File: config.mk
export PLATFORM = sky130hd
export DESIGN_NAME = query_token_lexer_unit
export DESIGN_NICKNAME = d
export VERILOG_FILES = /design/src/rtl/qtl_pkg.sv /design/src/rtl/qtl_front.sv /design/src/rtl/qtl_queue.sv /design/src/rtl/qtl_back.sv /design/src/rtl/query_token_lexer_unit.sv
export VERILOG_INCLUDE_DIRS = /design/src /design/src/rtl
export SDC_FILE = /design/constraint.sdc
export NUM_CORES = 1
export LEC_CHECK = 0
export BUFFER_PORTS_ARGS = -buffer_cell sky130_fd_sc_hd__buf_2
export CAP_MARGIN = 40
export CORE_MARGIN = 2
export CORE_UTILIZATION = 56
export CTS_CLUSTER_DIAMETER = 80
export DETAILED_ROUTE_END_ITERATION = 10
export PLACE_DENSITY = 0.78
export SLEW_MARGIN = 20
export SYNTH_ARGS = -nofsm -noshare
export SYNTH_HDL_FRONTEND = slang
export SYNTH_SLANG_ARGS = --single-unit
File: constraint.sdc
create_clock -name clk -period 4.7 [get_ports clk]
set_input_delay 0.705 -clock clk [delete_from_list [all_inputs] [get_ports clk]]
set_output_delay 0.705 -clock clk [all_outputs]
set_load 0.01 [all_outputs]
File: src/rtl/query_token_lexer_unit_defines.svh
// assertion macros used by the query token lexer queue
`ifndef QUERY_TOKEN_LEXER_UNIT_DEFINES_SVH
`define QUERY_TOKEN_LEXER_UNIT_DEFINES_SVH

// same-cycle implication, sampled on clk, off while arst_n is low
`define QTL_ASSERT_NOW(lbl, ante, cons, msg) \
	lbl: assert property (@(posedge clk) disable iff (!arst_n) (ante) |-> (cons)) \
		else $error(msg);

// next-cycle implication, sampled on clk, off while arst_n is low
`define QTL_ASSERT_NEXT(lbl, ante, cons, msg) \
	lbl: assert property (@(posedge clk) disable iff (!arst_n) (ante) |=> (cons)) \
		else $error(msg);

`endif

File: src/rtl/qtl_pkg.sv
// shared types and token codes of the query token lexer
package qtl_pkg;

	// token kinds
	localparam logic [4:0] K_END     = 5'd0;
	localparam logic [4:0] K_HYPHEN  = 5'd1;
	localparam logic [4:0] K_OPEN    = 5'd2;
	localparam logic [4:0] K_CLOSE   = 5'd3;
	localparam logic [4:0] K_EQ      = 5'd4;
	localparam logic [4:0] K_COLON   = 5'd5;
	localparam logic [4:0] K_COMMA   = 5'd6;
	localparam logic [4:0] K_EQEQ    = 5'd7;
	localparam logic [4:0] K_NE      = 5'd8;
	localparam logic [4:0] K_SFEQ    = 5'd9;
	localparam logic [4:0] K_SFNE    = 5'd10;
	localparam logic [4:0] K_STRING  = 5'd11;
	localparam logic [4:0] K_NUMBER  = 5'd12;
	localparam logic [4:0] K_INVALID = 5'd13;
	localparam logic [4:0] K_LEADER  = 5'd14;
	localparam logic [4:0] K_STAR    = 5'd19;
	localparam logic [4:0] K_SBYTE   = 5'd20;

	// one input item
	typedef struct packed {
		logic [7:0] in_byte;
		logic       stream_end;
	} in_t;

	// one result item
	typedef struct packed {
		logic [4:0]  token_kind;
		logic [31:0] number_value;
		logic [7:0]  string_byte;
		logic        last_of_run;
	} out_t;

	// queue entry: the one or two results of one input item
	typedef struct packed {
		out_t r0;
		out_t r1;
		logic two;
	} entry_t;

endpackage

File: src/rtl/qtl_front.sv
// front end: accepts text bytes, runs the scanner state and forms result pairs
module qtl_front #(
	parameter int NUMBER_BITS = 32
) (
	input  logic            clk,
	input  logic            arst_n,
	input  logic            in_valid,
	output logic            in_ready,
	input  qtl_pkg::in_t    in_data,
	input  logic            q_full,
	output logic            push,
	output qtl_pkg::entry_t push_entry
);

	// scan phases
	localparam logic [2:0] PH_IDLE   = 3'd0;
	localparam logic [2:0] PH_OP     = 3'd1;
	localparam logic [2:0] PH_NUMBER = 3'd2;
	localparam logic [2:0] PH_WORD   = 3'd3;
	localparam logic [2:0] PH_STRING = 3'd4;
	localparam logic [2:0] PH_ESCAPE = 3'd5;

	// pending operator prefixes held in the word position
	localparam logic [3:0] OP_EQ     = 4'd1;
	localparam logic [3:0] OP_EQEQ   = 4'd2;
	localparam logic [3:0] OP_BANG   = 4'd3;
	localparam logic [3:0] OP_BANGEQ = 4'd4;
	localparam logic [3:0] POS_MAX   = 4'd15;

	// characters
	localparam logic [7:0] CH_TAB   = 8'h09;
	localparam logic [7:0] CH_SPACE = 8'h20;
	localparam logic [7:0] CH_BANG  = 8'h21;
	localparam logic [7:0] CH_QUOTE = 8'h22;
	localparam logic [7:0] CH_STAR  = 8'h2A;
	localparam logic [7:0] CH_COMMA = 8'h2C;
	localparam logic [7:0] CH_MINUS = 8'h2D;
	localparam logic [7:0] CH_0     = 8'h30;
	localparam logic [7:0] CH_9     = 8'h39;
	localparam logic [7:0] CH_COLON = 8'h3A;
	localparam logic [7:0] CH_EQUAL = 8'h3D;
	localparam logic [7:0] CH_UC_A  = 8'h41;
	localparam logic [7:0] CH_UC_Z  = 8'h5A;
	localparam logic [7:0] CH_OPEN  = 8'h5B;
	localparam logic [7:0] CH_BSL   = 8'h5C;
	localparam logic [7:0] CH_CLOSE = 8'h5D;
	localparam logic [7:0] CH_UNDER = 8'h5F;
	localparam logic [7:0] CH_LC_A  = 8'h61;
	localparam logic [7:0] CH_LC_Z  = 8'h7A;

	// keyword table, text right-justified
	localparam int         KW_COUNT = 5;
	localparam logic [79:0] KW_TEXT [KW_COUNT] =
		'{"leader", "if", "extract", "exists", {"is_", "missing"}};
	localparam logic [3:0]  KW_LEN [KW_COUNT] = '{4'd6, 4'd2, 4'd7, 4'd6, 4'd10};

	typedef struct packed {
		logic [2:0]             phase;
		logic [NUMBER_BITS-1:0] acc;
		logic                   ovf;
		logic [KW_COUNT-1:0]    cand;
		logic [3:0]             pos;
	} scan_t;

	typedef struct packed {
		scan_t      st;
		logic       emit;
		logic [4:0] kind;
	} idle_t;

	localparam scan_t SCAN_RESET = '{PH_IDLE, '0, 1'b0, '1, 4'd0};

	scan_t st_q;

	// drop keywords that do not match the character at this position
	function automatic logic [KW_COUNT-1:0] kw_step(input logic [KW_COUNT-1:0] cand,
			input logic [3:0] pos, input logic [7:0] c);
		logic [KW_COUNT-1:0] r;
		r = cand;
		for (int k = 0; k < KW_COUNT; k++) begin
			if (!(pos < KW_LEN[k] &&
					KW_TEXT[k][8*(int'(KW_LEN[k]) - 1 - int'(pos)) +: 8] == c)) begin
				r[k] = 1'b0;
			end
		end
		return r;
	endfunction

	// first keyword still alive whose length is the word length
	function automatic logic [4:0] kw_kind(input logic [KW_COUNT-1:0] cand,
			input logic [3:0] pos);
		logic [4:0] kind;
		kind = qtl_pkg::K_INVALID;
		for (int k = KW_COUNT - 1; k >= 0; k--) begin
			if (cand[k] && KW_LEN[k] == pos) begin
				kind = qtl_pkg::K_LEADER + 5'(k);
			end
		end
		return kind;
	endfunction

	// decimal digit into the accumulator, sticky overflow
	function automatic scan_t num_step(input scan_t s, input logic [7:0] c);
		scan_t r;
		logic [NUMBER_BITS+3:0] wide;
		r = s;
		wide = ({4'b0, s.acc} << 3) + ({4'b0, s.acc} << 1) + {{NUMBER_BITS{1'b0}}, c[3:0]};
		if (!s.ovf) begin
			if (|wide[NUMBER_BITS+3:NUMBER_BITS]) begin
				r.ovf = 1'b1;
			end else begin
				r.acc = wide[NUMBER_BITS-1:0];
			end
		end
		return r;
	endfunction

	// letter into the keyword matcher
	function automatic scan_t word_step(input scan_t s, input logic [7:0] c);
		scan_t r;
		r = s;
		r.cand = kw_step(s.cand, s.pos, c);
		if (s.pos != POS_MAX) begin
			r.pos = s.pos + 4'd1;
		end
		return r;
	endfunction

	function automatic logic is_digit(input logic [7:0] c);
		return c inside {[CH_0:CH_9]};
	endfunction

	function automatic logic is_letter(input logic [7:0] c);
		return c inside {[CH_LC_A:CH_LC_Z], [CH_UC_A:CH_UC_Z], CH_UNDER};
	endfunction

	// a byte handled from the idle phase
	function automatic idle_t idle_scan(input logic [7:0] c);
		idle_t r;
		r.st   = SCAN_RESET;
		r.emit = 1'b0;
		r.kind = qtl_pkg::K_INVALID;
		case (c)
			CH_SPACE, CH_TAB: begin
				r.emit = 1'b0;
			end
			CH_MINUS: begin r.emit = 1'b1; r.kind = qtl_pkg::K_HYPHEN; end
			CH_OPEN:  begin r.emit = 1'b1; r.kind = qtl_pkg::K_OPEN;   end
			CH_CLOSE: begin r.emit = 1'b1; r.kind = qtl_pkg::K_CLOSE;  end
			CH_STAR:  begin r.emit = 1'b1; r.kind = qtl_pkg::K_STAR;   end
			CH_COLON: begin r.emit = 1'b1; r.kind = qtl_pkg::K_COLON;  end
			CH_COMMA: begin r.emit = 1'b1; r.kind = qtl_pkg::K_COMMA;  end
			CH_EQUAL: begin r.st.phase = PH_OP; r.st.pos = OP_EQ;   end
			CH_BANG:  begin r.st.phase = PH_OP; r.st.pos = OP_BANG; end
			CH_QUOTE: begin r.st.phase = PH_STRING; end
			default: begin
				if (is_digit(c)) begin
					r.st.phase = PH_NUMBER;
					r.st.acc   = {{(NUMBER_BITS-4){1'b0}}, c[3:0]};
				end else if (is_letter(c)) begin
					r.st.phase = PH_WORD;
					r.st       = word_step(r.st, c);
				end else begin
					r.emit = 1'b1;
				end
			end
		endcase
		return r;
	endfunction

	function automatic qtl_pkg::out_t make_res(input logic [4:0] kind,
			input logic [31:0] num, input logic [7:0] sb);
		qtl_pkg::out_t r;
		r.token_kind   = kind;
		r.number_value = num;
		r.string_byte  = sb;
		r.last_of_run  = 1'b0;
		return r;
	endfunction

	// pending number as a result
	function automatic qtl_pkg::out_t number_res(input scan_t s);
		logic [63:0] ext;
		ext = 64'(s.acc);
		if (s.ovf) begin
			return make_res(qtl_pkg::K_INVALID, 32'd0, 8'd0);
		end
		return make_res(qtl_pkg::K_NUMBER, ext[31:0], 8'd0);
	endfunction

	// pending operator prefix as a result
	function automatic logic [4:0] op_kind(input logic [3:0] pos);
		logic [4:0] k;
		case (pos)
			OP_EQ:   k = qtl_pkg::K_EQ;
			OP_EQEQ: k = qtl_pkg::K_EQEQ;
			OP_BANG: k = qtl_pkg::K_INVALID;
			default: k = qtl_pkg::K_NE;
		endcase
		return k;
	endfunction

	logic          accept;
	logic [7:0]    c;
	logic          op_live;
	idle_t         id;
	scan_t         nxt;
	logic          pre_v;
	logic          post_v;
	logic          do_idle;
	qtl_pkg::out_t pre;
	qtl_pkg::out_t post;

	assign in_ready = !q_full;
	assign accept   = in_valid && in_ready;
	assign c        = in_data.in_byte;
	assign op_live  = (st_q.pos >= OP_EQ) && (st_q.pos <= OP_BANGEQ);
	assign id       = idle_scan(c);

	// scanner step: an optional flushed token, then an optional idle token
	always_comb begin
		nxt     = st_q;
		pre_v   = 1'b0;
		post_v  = 1'b0;
		do_idle = 1'b0;
		pre     = make_res(qtl_pkg::K_END, 32'd0, 8'd0);
		post    = make_res(qtl_pkg::K_END, 32'd0, 8'd0);
		if (in_data.stream_end) begin
			case (st_q.phase)
				PH_OP: begin
					pre_v = op_live;
					pre   = make_res(op_kind(st_q.pos), 32'd0, 8'd0);
				end
				PH_NUMBER: begin
					pre_v = 1'b1;
					pre   = number_res(st_q);
				end
				PH_WORD: begin
					pre_v = 1'b1;
					pre   = make_res(kw_kind(st_q.cand, st_q.pos), 32'd0, 8'd0);
				end
				PH_STRING, PH_ESCAPE: begin
					pre_v = 1'b1;
					pre   = make_res(qtl_pkg::K_INVALID, 32'd0, 8'd0);
				end
				default: begin
					pre_v = 1'b0;
				end
			endcase
			post_v = 1'b1;
			nxt    = SCAN_RESET;
		end else begin
			case (st_q.phase)
				PH_OP: begin
					if (!op_live) begin
						do_idle = 1'b1;
					end else if (c == CH_EQUAL && (st_q.pos == OP_EQ || st_q.pos == OP_BANG)) begin
						nxt.pos = st_q.pos + 4'd1;
					end else if (c == CH_EQUAL) begin
						pre_v = 1'b1;
						pre   = make_res((st_q.pos == OP_EQEQ) ? qtl_pkg::K_SFEQ : qtl_pkg::K_SFNE,
							32'd0, 8'd0);
						nxt   = SCAN_RESET;
					end else begin
						pre_v   = 1'b1;
						pre     = make_res(op_kind(st_q.pos), 32'd0, 8'd0);
						do_idle = 1'b1;
					end
				end
				PH_NUMBER: begin
					if (is_digit(c)) begin
						nxt = num_step(st_q, c);
					end else begin
						pre_v   = 1'b1;
						pre     = number_res(st_q);
						do_idle = 1'b1;
					end
				end
				PH_WORD: begin
					if (is_letter(c)) begin
						nxt = word_step(st_q, c);
					end else begin
						pre_v   = 1'b1;
						pre     = make_res(kw_kind(st_q.cand, st_q.pos), 32'd0, 8'd0);
						do_idle = 1'b1;
					end
				end
				PH_STRING: begin
					if (c == CH_QUOTE) begin
						pre_v = 1'b1;
						pre   = make_res(qtl_pkg::K_STRING, 32'd0, 8'd0);
						nxt   = SCAN_RESET;
					end else if (c == CH_BSL) begin
						nxt.phase = PH_ESCAPE;
					end else begin
						pre_v = 1'b1;
						pre   = make_res(qtl_pkg::K_SBYTE, 32'd0, c);
					end
				end
				PH_ESCAPE: begin
					if (c == CH_BSL || c == CH_QUOTE) begin
						pre_v     = 1'b1;
						pre       = make_res(qtl_pkg::K_SBYTE, 32'd0, c);
						nxt.phase = PH_STRING;
					end else begin
						pre_v   = 1'b1;
						pre     = make_res(qtl_pkg::K_INVALID, 32'd0, 8'd0);
						do_idle = 1'b1;
					end
				end
				default: begin
					do_idle = 1'b1;
				end
			endcase
			if (do_idle) begin
				nxt    = id.st;
				post_v = id.emit;
				post   = make_res(id.kind, 32'd0, 8'd0);
			end
		end
	end

	// pack the results of this item into one queue entry
	always_comb begin
		push_entry.two            = pre_v && post_v;
		push_entry.r0             = pre_v ? pre : post;
		push_entry.r0.last_of_run = !(pre_v && post_v);
		push_entry.r1             = post;
		push_entry.r1.last_of_run = 1'b1;
	end

	assign push = accept && (pre_v || post_v);

	// scanner state
	always_ff @(posedge clk or negedge arst_n) begin
		if (!arst_n) begin
			st_q <= SCAN_RESET;
		end else if (accept) begin
			st_q <= nxt;
		end
	end

endmodule

File: src/rtl/qtl_queue.sv
// two-entry queue between the scanner front end and the result back end
module qtl_queue (
	input  logic            clk,
	input  logic            arst_n,
	input  logic            push,
	input  qtl_pkg::entry_t push_entry,
	output logic            full,
	input  logic            pop,
	output logic            head_valid,
	output qtl_pkg::entry_t head
);

	`include "query_token_lexer_unit_defines.svh"

	localparam int DEPTH = 2;

	qtl_pkg::entry_t mem_q [DEPTH];
	logic            wr_ptr_q;
	logic            rd_ptr_q;
	logic [1:0]      count_q;

	assign full       = (count_q == 2'(DEPTH));
	assign head_valid = (count_q != 2'd0);
	assign head       = mem_q[rd_ptr_q];

	// entry storage
	always_ff @(posedge clk) begin
		if (push) begin
			mem_q[wr_ptr_q] <= push_entry;
		end
	end

	// pointers and fill count
	always_ff @(posedge clk or negedge arst_n) begin
		if (!arst_n) begin
			wr_ptr_q <= 1'b0;
			rd_ptr_q <= 1'b0;
			count_q  <= 2'd0;
		end else begin
			if (push) begin
				wr_ptr_q <= !wr_ptr_q;
			end
			if (pop) begin
				rd_ptr_q <= !rd_ptr_q;
			end
			if (push && !pop) begin
				count_q <= count_q + 2'd1;
			end else if (pop && !push) begin
				count_q <= count_q - 2'd1;
			end
		end
	end

	`QTL_ASSERT_NOW(a_no_push_full, push, count_q != 2'(DEPTH), "push into a full queue")
	`QTL_ASSERT_NOW(a_no_pop_empty, pop, count_q != 2'd0, "pop from an empty queue")
	`QTL_ASSERT_NEXT(a_count_up, push && !pop, count_q == $past(count_q) + 2'd1, "fill count off")

endmodule

File: src/rtl/qtl_back.sv
// back end: splits queue entries into single results behind an output register
module qtl_back (
	input  logic            clk,
	input  logic            arst_n,
	input  logic            head_valid,
	input  qtl_pkg::entry_t head,
	output logic            pop,
	output logic            out_valid,
	input  logic            out_ready,
	output qtl_pkg::out_t   out_data
);

	logic          out_valid_q;
	qtl_pkg::out_t out_q;
	logic          sel_q;
	logic          load;

	assign load      = !out_valid_q || out_ready;
	assign pop       = load && head_valid && (sel_q || !head.two);
	assign out_valid = out_valid_q;
	assign out_data  = out_q;

	// output register payload
	always_ff @(posedge clk) begin
		if (load && head_valid) begin
			out_q <= sel_q ? head.r1 : head.r0;
		end
	end

	// output valid and second-result select
	always_ff @(posedge clk or negedge arst_n) begin
		if (!arst_n) begin
			out_valid_q <= 1'b0;
			sel_q       <= 1'b0;
		end else if (load) begin
			out_valid_q <= head_valid;
			if (head_valid) begin
				sel_q <= !sel_q && head.two;
			end
		end
	end

endmodule

File: src/rtl/query_token_lexer_unit.sv
// top level of the query token lexer: scanner, entry queue and result stage
//
//  channel | signals                        | item
//  --------+--------------------------------+-------------------------------------
//  in      | in_valid, in_ready, in_data    | one text byte or end-of-input mark
//  out     | out_valid, out_ready, out_data | one token or one unescaped string byte
//
// one input item is taken per cycle while the queue is not full; its one or two results
// are formed in the same cycle and queued as one entry, and the result stage sends one
// result per cycle while out_ready allows, the second of a pair after the first.
// a byte that gives no result (blank, part of a token) only updates the scanner.
// the two-entry queue lets input keep flowing while out_ready is low, until full.
// reset clears scanner state, queue count and output valid; no clearing pass.
module query_token_lexer_unit #(
	parameter int NUMBER_BITS = 32
) (
	input  logic          clk,
	input  logic          arst_n,
	input  logic          in_valid,
	output logic          in_ready,
	input  qtl_pkg::in_t  in_data,
	output logic          out_valid,
	input  logic          out_ready,
	output qtl_pkg::out_t out_data
);

	logic            q_full;
	logic            push;
	qtl_pkg::entry_t push_entry;
	logic            pop;
	logic            head_valid;
	qtl_pkg::entry_t head;

	// byte scanner
	qtl_front #(
		.NUMBER_BITS(NUMBER_BITS)
	) u_front (
		.clk       (clk),
		.arst_n    (arst_n),
		.in_valid  (in_valid),
		.in_ready  (in_ready),
		.in_data   (in_data),
		.q_full    (q_full),
		.push      (push),
		.push_entry(push_entry)
	);

	// decoupling queue
	qtl_queue u_queue (
		.clk       (clk),
		.arst_n    (arst_n),
		.push      (push),
		.push_entry(push_entry),
		.full      (q_full),
		.pop       (pop),
		.head_valid(head_valid),
		.head      (head)
	);

	// result stage
	qtl_back u_back (
		.clk       (clk),
		.arst_n    (arst_n),
		.head_valid(head_valid),
		.head      (head),
		.pop       (pop),
		.out_valid (out_valid),
		.out_ready (out_ready),
		.out_data  (out_data)
	);

endmodule
==> results.txt, run 1 <==
----------------------------------------------------
[Run status]
  Run status ... completed

[Power and ir drop]
  Net Sw Frac ... 32.3%
  Sequential power share ... 44.9%
  Part of the power in combinational logic ... 29.4%
  LEAKAGE ... 5.61 nW
  Net Switching ... 1.96 mW
  Worst vdd rail ir drop ... 289 uV
  Power density cells ... 457 nW/um2
  Total internal power ... 4.11 mW
  Total Power ... 6.07 mW
  Clk pwr share ... 25.7%

[Layout]
  Final Core Density ... between 60 and 70%
  Post-layout instance area ... 13300 um2
  Fraction of layout instances using a drive strength above 1 ... 15.9%
  Number of fill cells ... 1603
  Nets@finish ... between 1000 and 1500
  Synthesis-to-finish area growth ... 11.6%
  Number of cells in the finished layout apart from fillers ... 1449
  Diodes inserted ... 0

[Timing]
  Minimum clock period ... around 4.2 ns
  Number of setup violations in the final report ... 0
  Fmax achieved ... 240 MHz
  Largest clock skew in the final design ... 0.00899 ns
  Hold_ws ... 0.249 ns
  Final max-slew violation count ... 0
  Actual slew at the worst max-slew pin ... 0.736 ns
  Worst max-slew margin expressed relative to the limit ... 50.5%
  Number of hold-slack violations in the final timing report ... 0
  Total Neg Setup Slack ... 0 ns
  Crit path setup slack, layout ... 0.535 ns
  Share of the cycle needed by the critical path after routing ... 88.6%
  Unrepaired setup endpoints after global routing ... false

[Clocking]
  Clock Sink Count ... 201
  Clock-pin slew reported for the worst setup and hold paths after clock tree synthesis ... 0.06 ns
  Quantity of hold-fixing buffers added after cts ... 0
  CTS H-Tree Depth ... 1
  Post_cts resized ... 0
  Number of buffers on the longest clock path ... 3
  Number of buffers inserted to repair setup after CTS ... 0
  Root cell of the clock tree ... clkbuf_16
  TritonCTS clock tree ... done
  Insertion delay of the later-clocked pin in the worst-skew pair ... 0.49 ns
  Total CTS buffers ... 21

[Logic synthesis]
  Cell type with the largest total area after synthesis ... edfxtp_1
  Sequential element share of the synthesized area ... 48.7%
  Ys async rst share ... 25.4%
  Cells taking the most area after synthesis ... edfxtp_1 (38%), dfrtp_1 (9.7%), ha_1 (7.7%)
  Post-synth design cell area ... 11900 um2
  Ys flop type ... edfxtp_1
  Netlist cell types ... a little under 90
  Top cell type's share of synthesized area ... a little under two fifths
  Count of flip-flops with a built-in enable after synthesis ... 150
  Post-Synthesis Cells ... 1095
  Synth warn ... 0
  Flip-flop and latch count after synthesis ... 201
  Nets in the synthesized netlist ... 1183
  Post-Syn Area per Cell ... 10.9 um2

[Critical path]
  Critical R2R Launch ... u_front.st_q[12]
  Required time reported for the critical path endpoint ... 5.07 ns
  Critical Path Start Type ... flip-flop
  Worst path buffer plus inverter count ... 3
  Max incr delay on CP ... 0.47 ns
  Worst EP arrival ... 4.54 ns
  Delay-heaviest family, CP ... compound AO/OA/AOI/OAI gates
  Slowest stage cell on the critical path ... fa_1
  Kind of end point of the critical path ... flip-flop
  Cell breakdown of the critical path ... inv_1, fa_1, inv_1, fa_2, a211o_1, a31o_1, a31oi_2, o211ai_2, a211o_1, a211oi_2, a31oi_1, or3_4, a31oi_4, buf_4, mux2_2
  Startpoint of the most critical setup path ... u_front.st_q[12]
  CP Max Fanout ... 5
  Crit Path Class ... reg2reg
  Internal reg-to-reg setup slack ... around 0.54 ns

[Floorplan]
  Core region area ... 21000 um2
  Die Wd ... 150 um
  Vert. Die Dim ... about 150 um
  Placement Rows ... 53
  Ports placed on the boundary ... 61
  Total Die Area ... 22400 um2
  Initial Utilization ... 56.7%

[Place]
  Worst-case setup slack after placement ... 0.0562 ns
  Detailed placer's ending HPWL ... 19200 um
  Cell Area, Placed ... 12600 um2
  Final estimated routing congestion in global placement ... a little over 0.9
  Number of cells in the design after placement ... between 1000 and 1500
  IO Port Bufs ... 60

[Global route]
  Global route overflow ... 0
  Via count of the first global-routing pass ... between 8000 and 9000
  Initial antenna violation count ... 0
  Global-route wire length before repair ... roughly 45000 um
  Total global-route track usage ... ~25%
  Largest net degree at the start of global routing ... 49

[Detailed routing]
  Via-per-instance ratio ... between 6 and 7
  Routed length per placed instance ... roughly 19 um
  Vias after detailed routing ... 8857
  Wire length after detailed routing ... approximately 27000 um
  Initial drt markers ... just over 700
  First-pass iteration count of the detailed router ... 5
  Remaining DRCs ... 0
  Post-detailed-route count of antenna-violating nets ... 0

[Run]
  Max-cap violations ... 0

[Worst hold path]
  Type of the most critical hold path ... in2async

----------------------------------------------------
## routing by layer
| metal | track usage, % | vias to the layer above | wire (um) |
|---|---|---|---|
| li1 | - | 4211 | - |
| met1 | 35.4 | 4321 | 12300 |
| met2 | 41.2 | 278 | 13000 |
| met3 | 2.93 | 47 | 1460 |
| met4 | 6.18 | 0 | 482 |
| met5 | 0 | - | 0 |
## final timing paths
path                                          to  cells after the start
worst max register to register  u_front.st_q[30]                     15
max in group asynchronous        u_front.st_q[5]                      2
min in group clk                 u_front.st_q[6]                      2
worst max-delay path            u_front.st_q[30]                     15
worst min-delay path            u_front.st_q[27]                      1
worst min register to register   u_front.st_q[6]                      2
## power groups by stage
stage / clock, mW / combinational (mW) / sequential [mW]
final: 1.56 / 1.78 / 2.73
after global routing: 1.64 / 1.96 / 2.77
after CTS: 1.58 / 1.73 / 2.76
after detailed placement: 0 / 1.71 / 2.78
after global placement: 0 / 1.65 / 2.74
after floorplan: 0 / 1.12 / 2.79
## cells in the final DEF, fill, tap and decap left out, drive strengths merged, types with 6 or more instances in the layout
| master | instances |
|---|---|
| nand3 | 24 |
| o21ai | 61 |
| nand2b | 12 |
| clkinv | 8 |
| buf | 97 |
| nor3 | 21 |
| a21o | 12 |
| xnor2 | 22 |
| ha | 73 |
| and3 | 8 |
| xor2 | 26 |
| a22o | 16 |
| edfxtp | 150 |
| nor4 | 8 |
| nor2b | 9 |
| mux2 | 23 |
| clkbuf | 26 |
| dfrtp | 46 |
| o211ai | 8 |
| a31oi | 13 |
| nand4 | 11 |
| nand2 | 77 |
| o21a | 6 |
| nor2 | 124 |
| and2 | 41 |
| mux2i | 47 |
| a21oi | 71 |
| inv | 29 |
## cell usage after synthesis (5+ instances only)
library cell / instances
a21o_1: 11
nand4_1: 11
buf_2: 5
buf_1: 6
o21bai_1: 5
clkbuf_1: 34
o211ai_1: 7
nor3_1: 19
dfstp_2: 5
nand3_1: 24
mux2_4: 9
nor2b_1: 9
o21ai_0: 58
nand2b_1: 12
mux2i_1: 47
o31ai_1: 5
mux2_2: 14
a21oi_1: 71
edfxtp_1: 150
nand2_1: 77
a21boi_0: 5
and3_1: 8
nor4_1: 8
ha_1: 73
dfrtp_1: 46
xor2_1: 26
xnor2_1: 22
a31oi_1: 11
nor2_1: 124
and2_1: 40
a22o_1: 16
inv_1: 26
o21a_1: 6
mux4_2: 5
## area by class of cell
class	instances	area (um2)	share of cell area [%]
inverter	28	110	0.830
clock buffer	26	554	4.18
sequential	201	5790	43.6
timing repair buffer	97	623	4.70
clock inverter	10	87.6	0.660
multi-input combinational	812	5760	43.4
tap	275	344	2.59
## state kept, by name, summed over array words and instances (netlist names)
name and flops:
u_queue.rd_ptr_q 1, u_back.out_data 46, u_queue.mem_q 104, u_back.out_valid 1
u_queue.count_q 2, u_front.st_q 45, u_queue.wr_ptr_q 1, u_back.sel_q 1
## cells by family after synthesis
family	share of synthesized area [%]
AO/OA/AOI/OAI	14.4
flip-flops	48.7
AND/OR/NAND/NOR	14.7
buffers and inverters	3.14
adder cells (fa/ha/maj)	8.10
XOR/XNOR	3.54
multiplexers	7.37
Power figures use the tool's default switching activity.
==> run 2, diff against run 1 <==
--- a/config.mk
+++ b/config.mk
@@ -10,8 +10,8 @@
 export CAP_MARGIN = 40
 export CORE_MARGIN = 2
 export CORE_UTILIZATION = 56
-export CTS_CLUSTER_DIAMETER = 80
 export DETAILED_ROUTE_END_ITERATION = 10
+export MAX_ROUTING_LAYER = met4
 export PLACE_DENSITY = 0.78
 export SLEW_MARGIN = 20
 export SYNTH_ARGS = -nofsm -noshare
==> run 2 against run 1 <==
Effect of this change: register-to-register slack about the same; die area unchanged; setup slack worse by 0.0016 ns; worst hold slack worse by 0.029 ns; critical path depth unchanged; combinational power about the same; power down 1.4%; critical endpoint is now u_front.st_q[33]; final cell count about the same; first-iteration DRC count down 8.1%; utilization down 0.14 points; clock-buffer cell count up 1; routed wire length down 1.9%.
==> results.txt, run 2 (synthesized netlist as in run 1, its figures left out) <==
----------------------------------------------------
[Critical path]
  CP Max Fanout ... 13 (+8)
  Cell count of the worst reg-to-reg path ... 15 (unchanged)
  Required time reported for the critical path endpoint ... 5.07 ns (about the same)
  Critical R2R Launch ... u_front.st_q[12]
  Kind of end point of the critical path ... flip-flop
  Slowest stage cell on the critical path ... fa_1
  Max incr delay on CP ... 0.48 ns (about the same)
  Critical Path Start Type ... flip-flop
  Worst EP arrival ... 4.53 ns (about the same)
  Terminus of the critical flop-to-flop path ... u_front.st_q[33]
  Crit Path Class ... reg2reg
  Internal reg-to-reg setup slack ... 0.53 ns (about the same)
  Cell breakdown of the critical path ... inv_1, fa_1, inv_1, fa_2, a211o_1, a31o_1, a31oi_2, o211ai_2, a211o_1, a211oi_2, a31oi_1, or3_4, a31oi_4, buf_12, mux2_2

[Layout]
  Synthesis-to-finish area growth ... 11.3%
  Area occupied by registers ... 5790 um2 (unchanged)
  Register bank with the most flops ... u_queue.mem_q
  Fraction of layout instances using a drive strength above 1 ... 15.8% (-0.16 points)
  Max reg flops ... 104 (unchanged)
  Nets@finish ... 1247 (-0.16%)
  Final Core Density ... 63.2% (-0.14 points)
  Commonest non-fill, non-tap cell in the layout ... edfxtp_1
  Number of fill cells ... 1614 (+0.69%)
  Area used by multi-input combinational logic ... 5760 um2 (unchanged)
  Post-layout instance area ... 13200 um2 (-0.23%)
  Diodes inserted ... 0 (unchanged)
  Highest-count cells in the layout ignoring fill and taps ... edfxtp_1 (150), nor2_1 (123), nand2_1 (77)

[Timing]
  Share of the cycle needed by the critical path after routing ... 88.6% (about the same)
  Worst max-slew margin expressed relative to the limit ... 45.1% (-5.3 points)
  Largest clock skew in the final design ... 0.00983 ns (+0.000841 ns)
  Minimum clock period ... 4.17 ns (+0.00156 ns)
  Crit path setup slack, layout ... 0.534 ns (-0.00156 ns)
  Fmax achieved ... 240 MHz (about the same)
  Number of setup violations in the final report ... 0 (unchanged)
  Number of hold-slack violations in the final timing report ... 0 (unchanged)
  Unrepaired setup endpoints after global routing ... false
  Actual slew at the worst max-slew pin ... 0.823 ns (+0.0870 ns)
  Final max-slew violation count ... 0 (unchanged)

[Run]
  Max-cap violations ... 0 (unchanged)

[Clocking]
  Clock Sink Count ... 201 (unchanged)
  Number of buffers inserted to repair setup after CTS ... 0 (unchanged)
  Root cell of the clock tree ... clkbuf_16
  TritonCTS clock tree ... done
  Quantity of hold-fixing buffers added after cts ... 0 (unchanged)
  Insertion delay of the later-clocked pin in the worst-skew pair ... 0.49 ns (about the same)
  Clock-pin slew reported for the worst setup and hold paths after clock tree synthesis ... 0.06 ns (about the same)
  Post_cts resized ... 0 (unchanged)
  Total CTS buffers ... 20 (-4.8%)
  Number of buffers on the longest clock path ... 3 (unchanged)
  CTS H-Tree Depth ... 1 (unchanged)

[Run status]
  Run status ... completed

[Detailed routing]
  Remaining DRCs ... 0 (unchanged)
  Post-detailed-route count of antenna-violating nets ... 0 (unchanged)
  Wire length after detailed routing ... 26700 um (-1.9%)
  Routed length per placed instance ... 18.5 um (-1.9%)
  Vias after detailed routing ... 8784 (-0.82%)
  First-pass iteration count of the detailed router ... 5 (unchanged)
  Via-per-instance ratio ... 6.07 (-0.76%)
  Initial drt markers ... 649 (-8.1%)

[Global route]
  Global route overflow ... 0 (unchanged)
  Global-route wire length before repair ... 43800 um (-1.8%)
  Total global-route track usage ... 25.2% (+0.27 points)
  Initial antenna violation count ... 0 (unchanged)
  Via count of the first global-routing pass ... 8443 (-2.0%)
  Largest net degree at the start of global routing ... 49 (unchanged)

[Floorplan]
  Die Wd ... 150 um (unchanged)
  Core region area ... 21000 um2 (unchanged)
  Initial Utilization ... 56.7% (unchanged)
  Ports placed on the boundary ... 61 (unchanged)
  Vert. Die Dim ... 150 um (unchanged)
  Placement Rows ... 53 (unchanged)
  Total Die Area ... 22400 um2 (unchanged)

[Power and ir drop]
  Net Sw Frac ... 31.7% (-0.58 points)
  LEAKAGE ... 5.59 nW (-0.35%)
  Net Switching ... 1.90 mW (-3.2%)
  Worst vdd rail ir drop ... 287 uV (-0.54%)
  Part of the power in combinational logic ... 29.5% (about the same)
  Clk pwr share ... 25.7% (about the same)
  Power density cells ... 452 nW/um2 (-1.2%)
  Total internal power ... 4.08 mW (-0.58%)
  Sequential power share ... 44.8% (about the same)

[Place]
  Final estimated routing congestion in global placement ... 0.928 (+0.62%)
  IO Port Bufs ... 60 (unchanged)
  Detailed placer's ending HPWL ... 18700 um (-2.5%)
  Worst-case setup slack after placement ... 0.0467 ns (-0.00943 ns)
  Cell Area, Placed ... 12600 um2 (unchanged)

[Worst hold path]
  Type of the most critical hold path ... in2async

----------------------------------------------------
[run 2: final cells by class]
class	instances	share of cell area (%)
flip-flops and latches	201	43.7
repair buffers	96	4.50
multi-input cells	812	43.5
clock inverters	9	0.614
inverters	28	0.832
clock buffers	27	4.22
well taps	275	2.60
[run 2: how the worst max path moves through the flow]
stage,from,to,cells past startpoint
after floorplan,in_data[4],u_front.st_q[11],16
after global placement,in_data[4],u_front.st_q[29],15
after detailed placement,in_data[4],u_front.st_q[33],16
after CTS,u_front.st_q[12],u_front.st_q[33],15
after global routing,u_front.st_q[12],u_front.st_q[24],15
final,u_front.st_q[12],u_front.st_q[33],15
[run 2: per-stage QoR]
step | TNS (ns) | power, mW | instances | hold slack (ns)
2_1_floorplan | 0 | 3.91 | 1095 | 0.409
3_3_place_gp | -0.495 | 4.40 | 1411 | 0.450
3_5_place_dp | 0 | 4.47 | 1412 | 0.453
4_1_cts | 0 | 6.02 | 1448 | 0.220
5_1_grt | 0 | 6.31 | 1448 | 0.265
6_report | 0 | 5.98 | 1448 | 0.220
[run 2: power groups by stage]
| stage | clock (mW) | sequential (mW) | combinational, mW |
|---|---|---|---|
| floorplan | 0 | 2.79 | 1.12 |
| global placement | 0 | 2.68 | 1.72 |
| detailed placement | 0 | 2.71 | 1.76 |
| CTS | 1.57 | 2.68 | 1.77 |
| global route | 1.63 | 2.73 | 1.95 |
| finish | 1.54 | 2.68 | 1.76 |
[run 2: critical path: cells and delay by family (launching register included)]
family	cells	cell delay [ns]
fa+ha+maj	2	0.90
compound gates	8	1.65
simple gates	1	0.42
buf+inv	3	0.34
mux	1	0.34
flops	1	0.39
[run 2: routing by layer]
metal  up-vias  part of all wire [%]  wire length [um]  GRT usage (%)
li1       4215                     -                 -              -
met1      4277                    45             12100           35.6
met2       253                    48             12800           40.3
met3        39                   5.0              1340           2.23
met4         0                   1.7               467           5.42
met5         -                     0                 0              -
==> run 3, diff against run 2 <==
--- a/config.mk
+++ b/config.mk
@@ -10,6 +10,7 @@
 export CAP_MARGIN = 40
 export CORE_MARGIN = 2
 export CORE_UTILIZATION = 56
+export CTS_BUF_LIST = sky130_fd_sc_hd__clkbuf_16
 export DETAILED_ROUTE_END_ITERATION = 10
 export MAX_ROUTING_LAYER = met4
 export PLACE_DENSITY = 0.78
==> run 3 against run 2 <==
Effect of this change: first-iteration DRC count grew 0.31%; power down 0.61%; highest routed layer unchanged; clock power hardly changed; critical endpoint unchanged.
==> results.txt, run 3 (synthesized netlist as in run 1, its figures left out) <==
----------------------------------------------------
[Run status]
  Run status ... completed

[Clocking]
  Number of buffers on the longest clock path ... 3 (unchanged)
  Clock Sink Count ... 201 (unchanged)
  Post_cts resized ... 0 (unchanged)
  Clock-pin slew reported for the worst setup and hold paths after clock tree synthesis ... 0.06 ns (about the same)
  Root cell of the clock tree ... clkbuf_16
  Total CTS buffers ... 20 (unchanged)
  TritonCTS clock tree ... done
  Number of buffers inserted to repair setup after CTS ... 0 (unchanged)
  Quantity of hold-fixing buffers added after cts ... 0 (unchanged)
  Insertion delay of the later-clocked pin in the worst-skew pair ... 0.49 ns (about the same)
  CTS H-Tree Depth ... 1 (unchanged)

[Power and ir drop]
  Net Sw Frac ... 31.8% (+0.055 points)
  Net Switching ... 1.89 mW (-0.44%)
  LEAKAGE ... 5.61 nW (+0.27%)
  Sequential power share ... 45.0% (+0.2 points)
  Power density cells ... 450 nW/um2 (-0.54%)
  Total internal power ... 4.06 mW (-0.69%)
  Part of the power in combinational logic ... 29.6% (about the same)
  Clk pwr share ... 25.4% (-0.3 points)
  Worst vdd rail ir drop ... 289 uV (+0.70%)

[Detailed routing]
  Remaining DRCs ... 0 (unchanged)
  First-pass iteration count of the detailed router ... 5 (unchanged)
  Max layer used ... met4
  Met1 Routed Length ... 12000 um (-0.91%)
  Vias after detailed routing ... 8779 (-0.057%)
  Post-detailed-route count of antenna-violating nets ... 0 (unchanged)
  Wire length on met2 ... 12600 um (-1.2%)
  Wire length after detailed routing ... 26700 um (-0.30%)
  Met3 Wirelength ... 1460 um (+8.6%)
  Routed length per placed instance ... 18.4 um (-0.30%)
  Via-per-instance ratio ... 6.06 (about the same)
  Initial drt markers ... 651 (+0.31%)

[Timing]
  Number of setup violations in the final report ... 0 (unchanged)
  Largest clock skew in the final design ... 0.0106 ns (+0.000816 ns)
  Fmax achieved ... 240 MHz (about the same)
  Unrepaired setup endpoints after global routing ... false
  Actual slew at the worst max-slew pin ... 0.800 ns (-0.0232 ns)
  Final max-slew violation count ... 0 (unchanged)
  Hold_ws ... 0.215 ns (-0.00556 ns)
  Number of hold-slack violations in the final timing report ... 0 (unchanged)
  Worst max-slew margin expressed relative to the limit ... 46.7% (+1.5 points)
  Share of the cycle needed by the critical path after routing ... 88.6% (about the same)
  Minimum clock period ... 4.16 ns (-0.00282 ns)

[Floorplan]
  Ports placed on the boundary ... 61 (unchanged)
  Die Wd ... 150 um (unchanged)
  Placement Rows ... 53 (unchanged)
  Total Die Area ... 22400 um2 (unchanged)
  Initial Utilization ... 56.7% (unchanged)
  Core region area ... 21000 um2 (unchanged)
  Vert. Die Dim ... 150 um (unchanged)

[Critical path]
  Cell count of the worst reg-to-reg path ... 15 (unchanged)
  Critical Path Start Type ... flip-flop
  Required time reported for the critical path endpoint ... 5.07 ns (about the same)
  Internal reg-to-reg setup slack ... 0.54 ns (about the same)
  CP Max Fanout ... 13 (unchanged)
  Kind of end point of the critical path ... flip-flop
  Terminus of the critical flop-to-flop path ... u_front.st_q[33]
  Worst EP arrival ... 4.53 ns (about the same)
  Critical R2R Launch ... u_front.st_q[12]
  Crit Path Class ... reg2reg

[Global route]
  Via count of the first global-routing pass ... 8436 (-0.083%)
  Global route overflow ... 0 (unchanged)
  Global-route wire length before repair ... 43700 um (about the same)
  Total global-route track usage ... 25.1% (-0.046 points)
  Largest net degree at the start of global routing ... 49 (unchanged)
  Initial antenna violation count ... 0 (unchanged)

[Layout]
  Register bank with the most flops ... u_queue.mem_q
  Nets@finish ... 1247 (unchanged)
  Fraction of layout instances using a drive strength above 1 ... 15.7% (-0.085 points)
  Max reg flops ... 104 (unchanged)
  Commonest non-fill, non-tap cell in the layout ... edfxtp_1
  Number of fill cells ... 1615 (+0.062%)
  Final Core Density ... 63.1% (about the same)
  Synthesis-to-finish area growth ... 11.2% (about the same)
  Diodes inserted ... 0 (unchanged)
  Highest-count cells in the layout ignoring fill and taps ... edfxtp_1 (150), nor2_1 (123), nand2_1 (77)

[Worst hold path]
  Type of the most critical hold path ... in2async

[Run]
  Max-cap violations ... 0 (unchanged)

[Place]
  Detailed placer's ending HPWL ... 18700 um (unchanged)
  Final estimated routing congestion in global placement ... 0.928 (unchanged)
  IO Port Bufs ... 60 (unchanged)

----------------------------------------------------
[run 3: cell types whose count changed in the layout (fill, tap and decap cells not counted)]
cell and delta:
clkbuf_1 -5, clkinv_1 +1, inv_1 +5, clkbuf_8 -1
[run 3: layer usage]
| metal | global-route usage (%) | up-vias |
|---|---|---|
| li1 | - | 4211 |
| met1 | 35.5 | 4254 |
| met2 | 40.3 | 265 |
| met3 | 2.23 | 49 |
| met4 | 5.42 | 0 |
| met5 | - | - |
[run 3: worst max-delay path by stage]
stage | startpoint | to | slack [ns] | cells after the start
final | u_front.st_q[12] | u_front.st_q[33] | 0.54 | 15
after global routing | u_front.st_q[12] | u_front.st_q[24] | 0.35 | 15
after CTS | u_front.st_q[12] | u_front.st_q[33] | 0.51 | 15
after detailed placement | in_data[4] | u_front.st_q[33] | 0.05 | 16
after global placement | in_data[4] | u_front.st_q[29] | -0.03 | 15
after floorplan | in_data[4] | u_front.st_q[11] | 0.02 | 16
[run 3: critical path, cell delays in order (launching register included)]
cell	delay (ns)
dfrtp_1	0.39
inv_1	0.08
fa_1	0.48
inv_1	0.07
fa_2	0.42
a211o_1	0.34
a31o_1	0.22
a31oi_2	0.18
o211ai_2	0.12
a211o_1	0.29
a211oi_2	0.21
a31oi_1	0.07
or3_4	0.42
a31oi_4	0.22
buf_12	0.19
mux2_2	0.34
[run 3: power groups by stage]
stage	combinational (mW)	clock, mW	sequential [mW]
2_1_floorplan	1.12	0	2.79
6_report	1.76	1.51	2.68
4_1_cts	1.77	1.54	2.68
3_5_place_dp	1.76	0	2.71
5_1_grt	1.95	1.61	2.73
3_3_place_gp	1.72	0	2.68
[run 3: area by class of cell]
cell class                 count  area (um2)  share of cell area (%)
sequential                   201        5790                    43.8
multi-input combinational    812        5760                    43.5
timing repair buffer          96         596                    4.50
clock buffer                  21         526                    3.97
tap                          275         344                    2.60
inverter                      28         110                   0.833
clock inverter                15         104                   0.785
[run 3: stage by stage]
stage	power, mW	cell area, um2	std cells	worst slack, ns	TNS [ns]
2_1_floorplan	3.91	11900	1095	0.0199	0
3_3_place_gp	4.40	12600	1411	-0.0349	-0.495
3_5_place_dp	4.47	12600	1412	0.0467	0
4_1_cts	6.00	13200	1448	0.514	0
5_1_grt	6.28	13200	1448	0.350	0
6_report	5.95	13200	1448	0.537	0
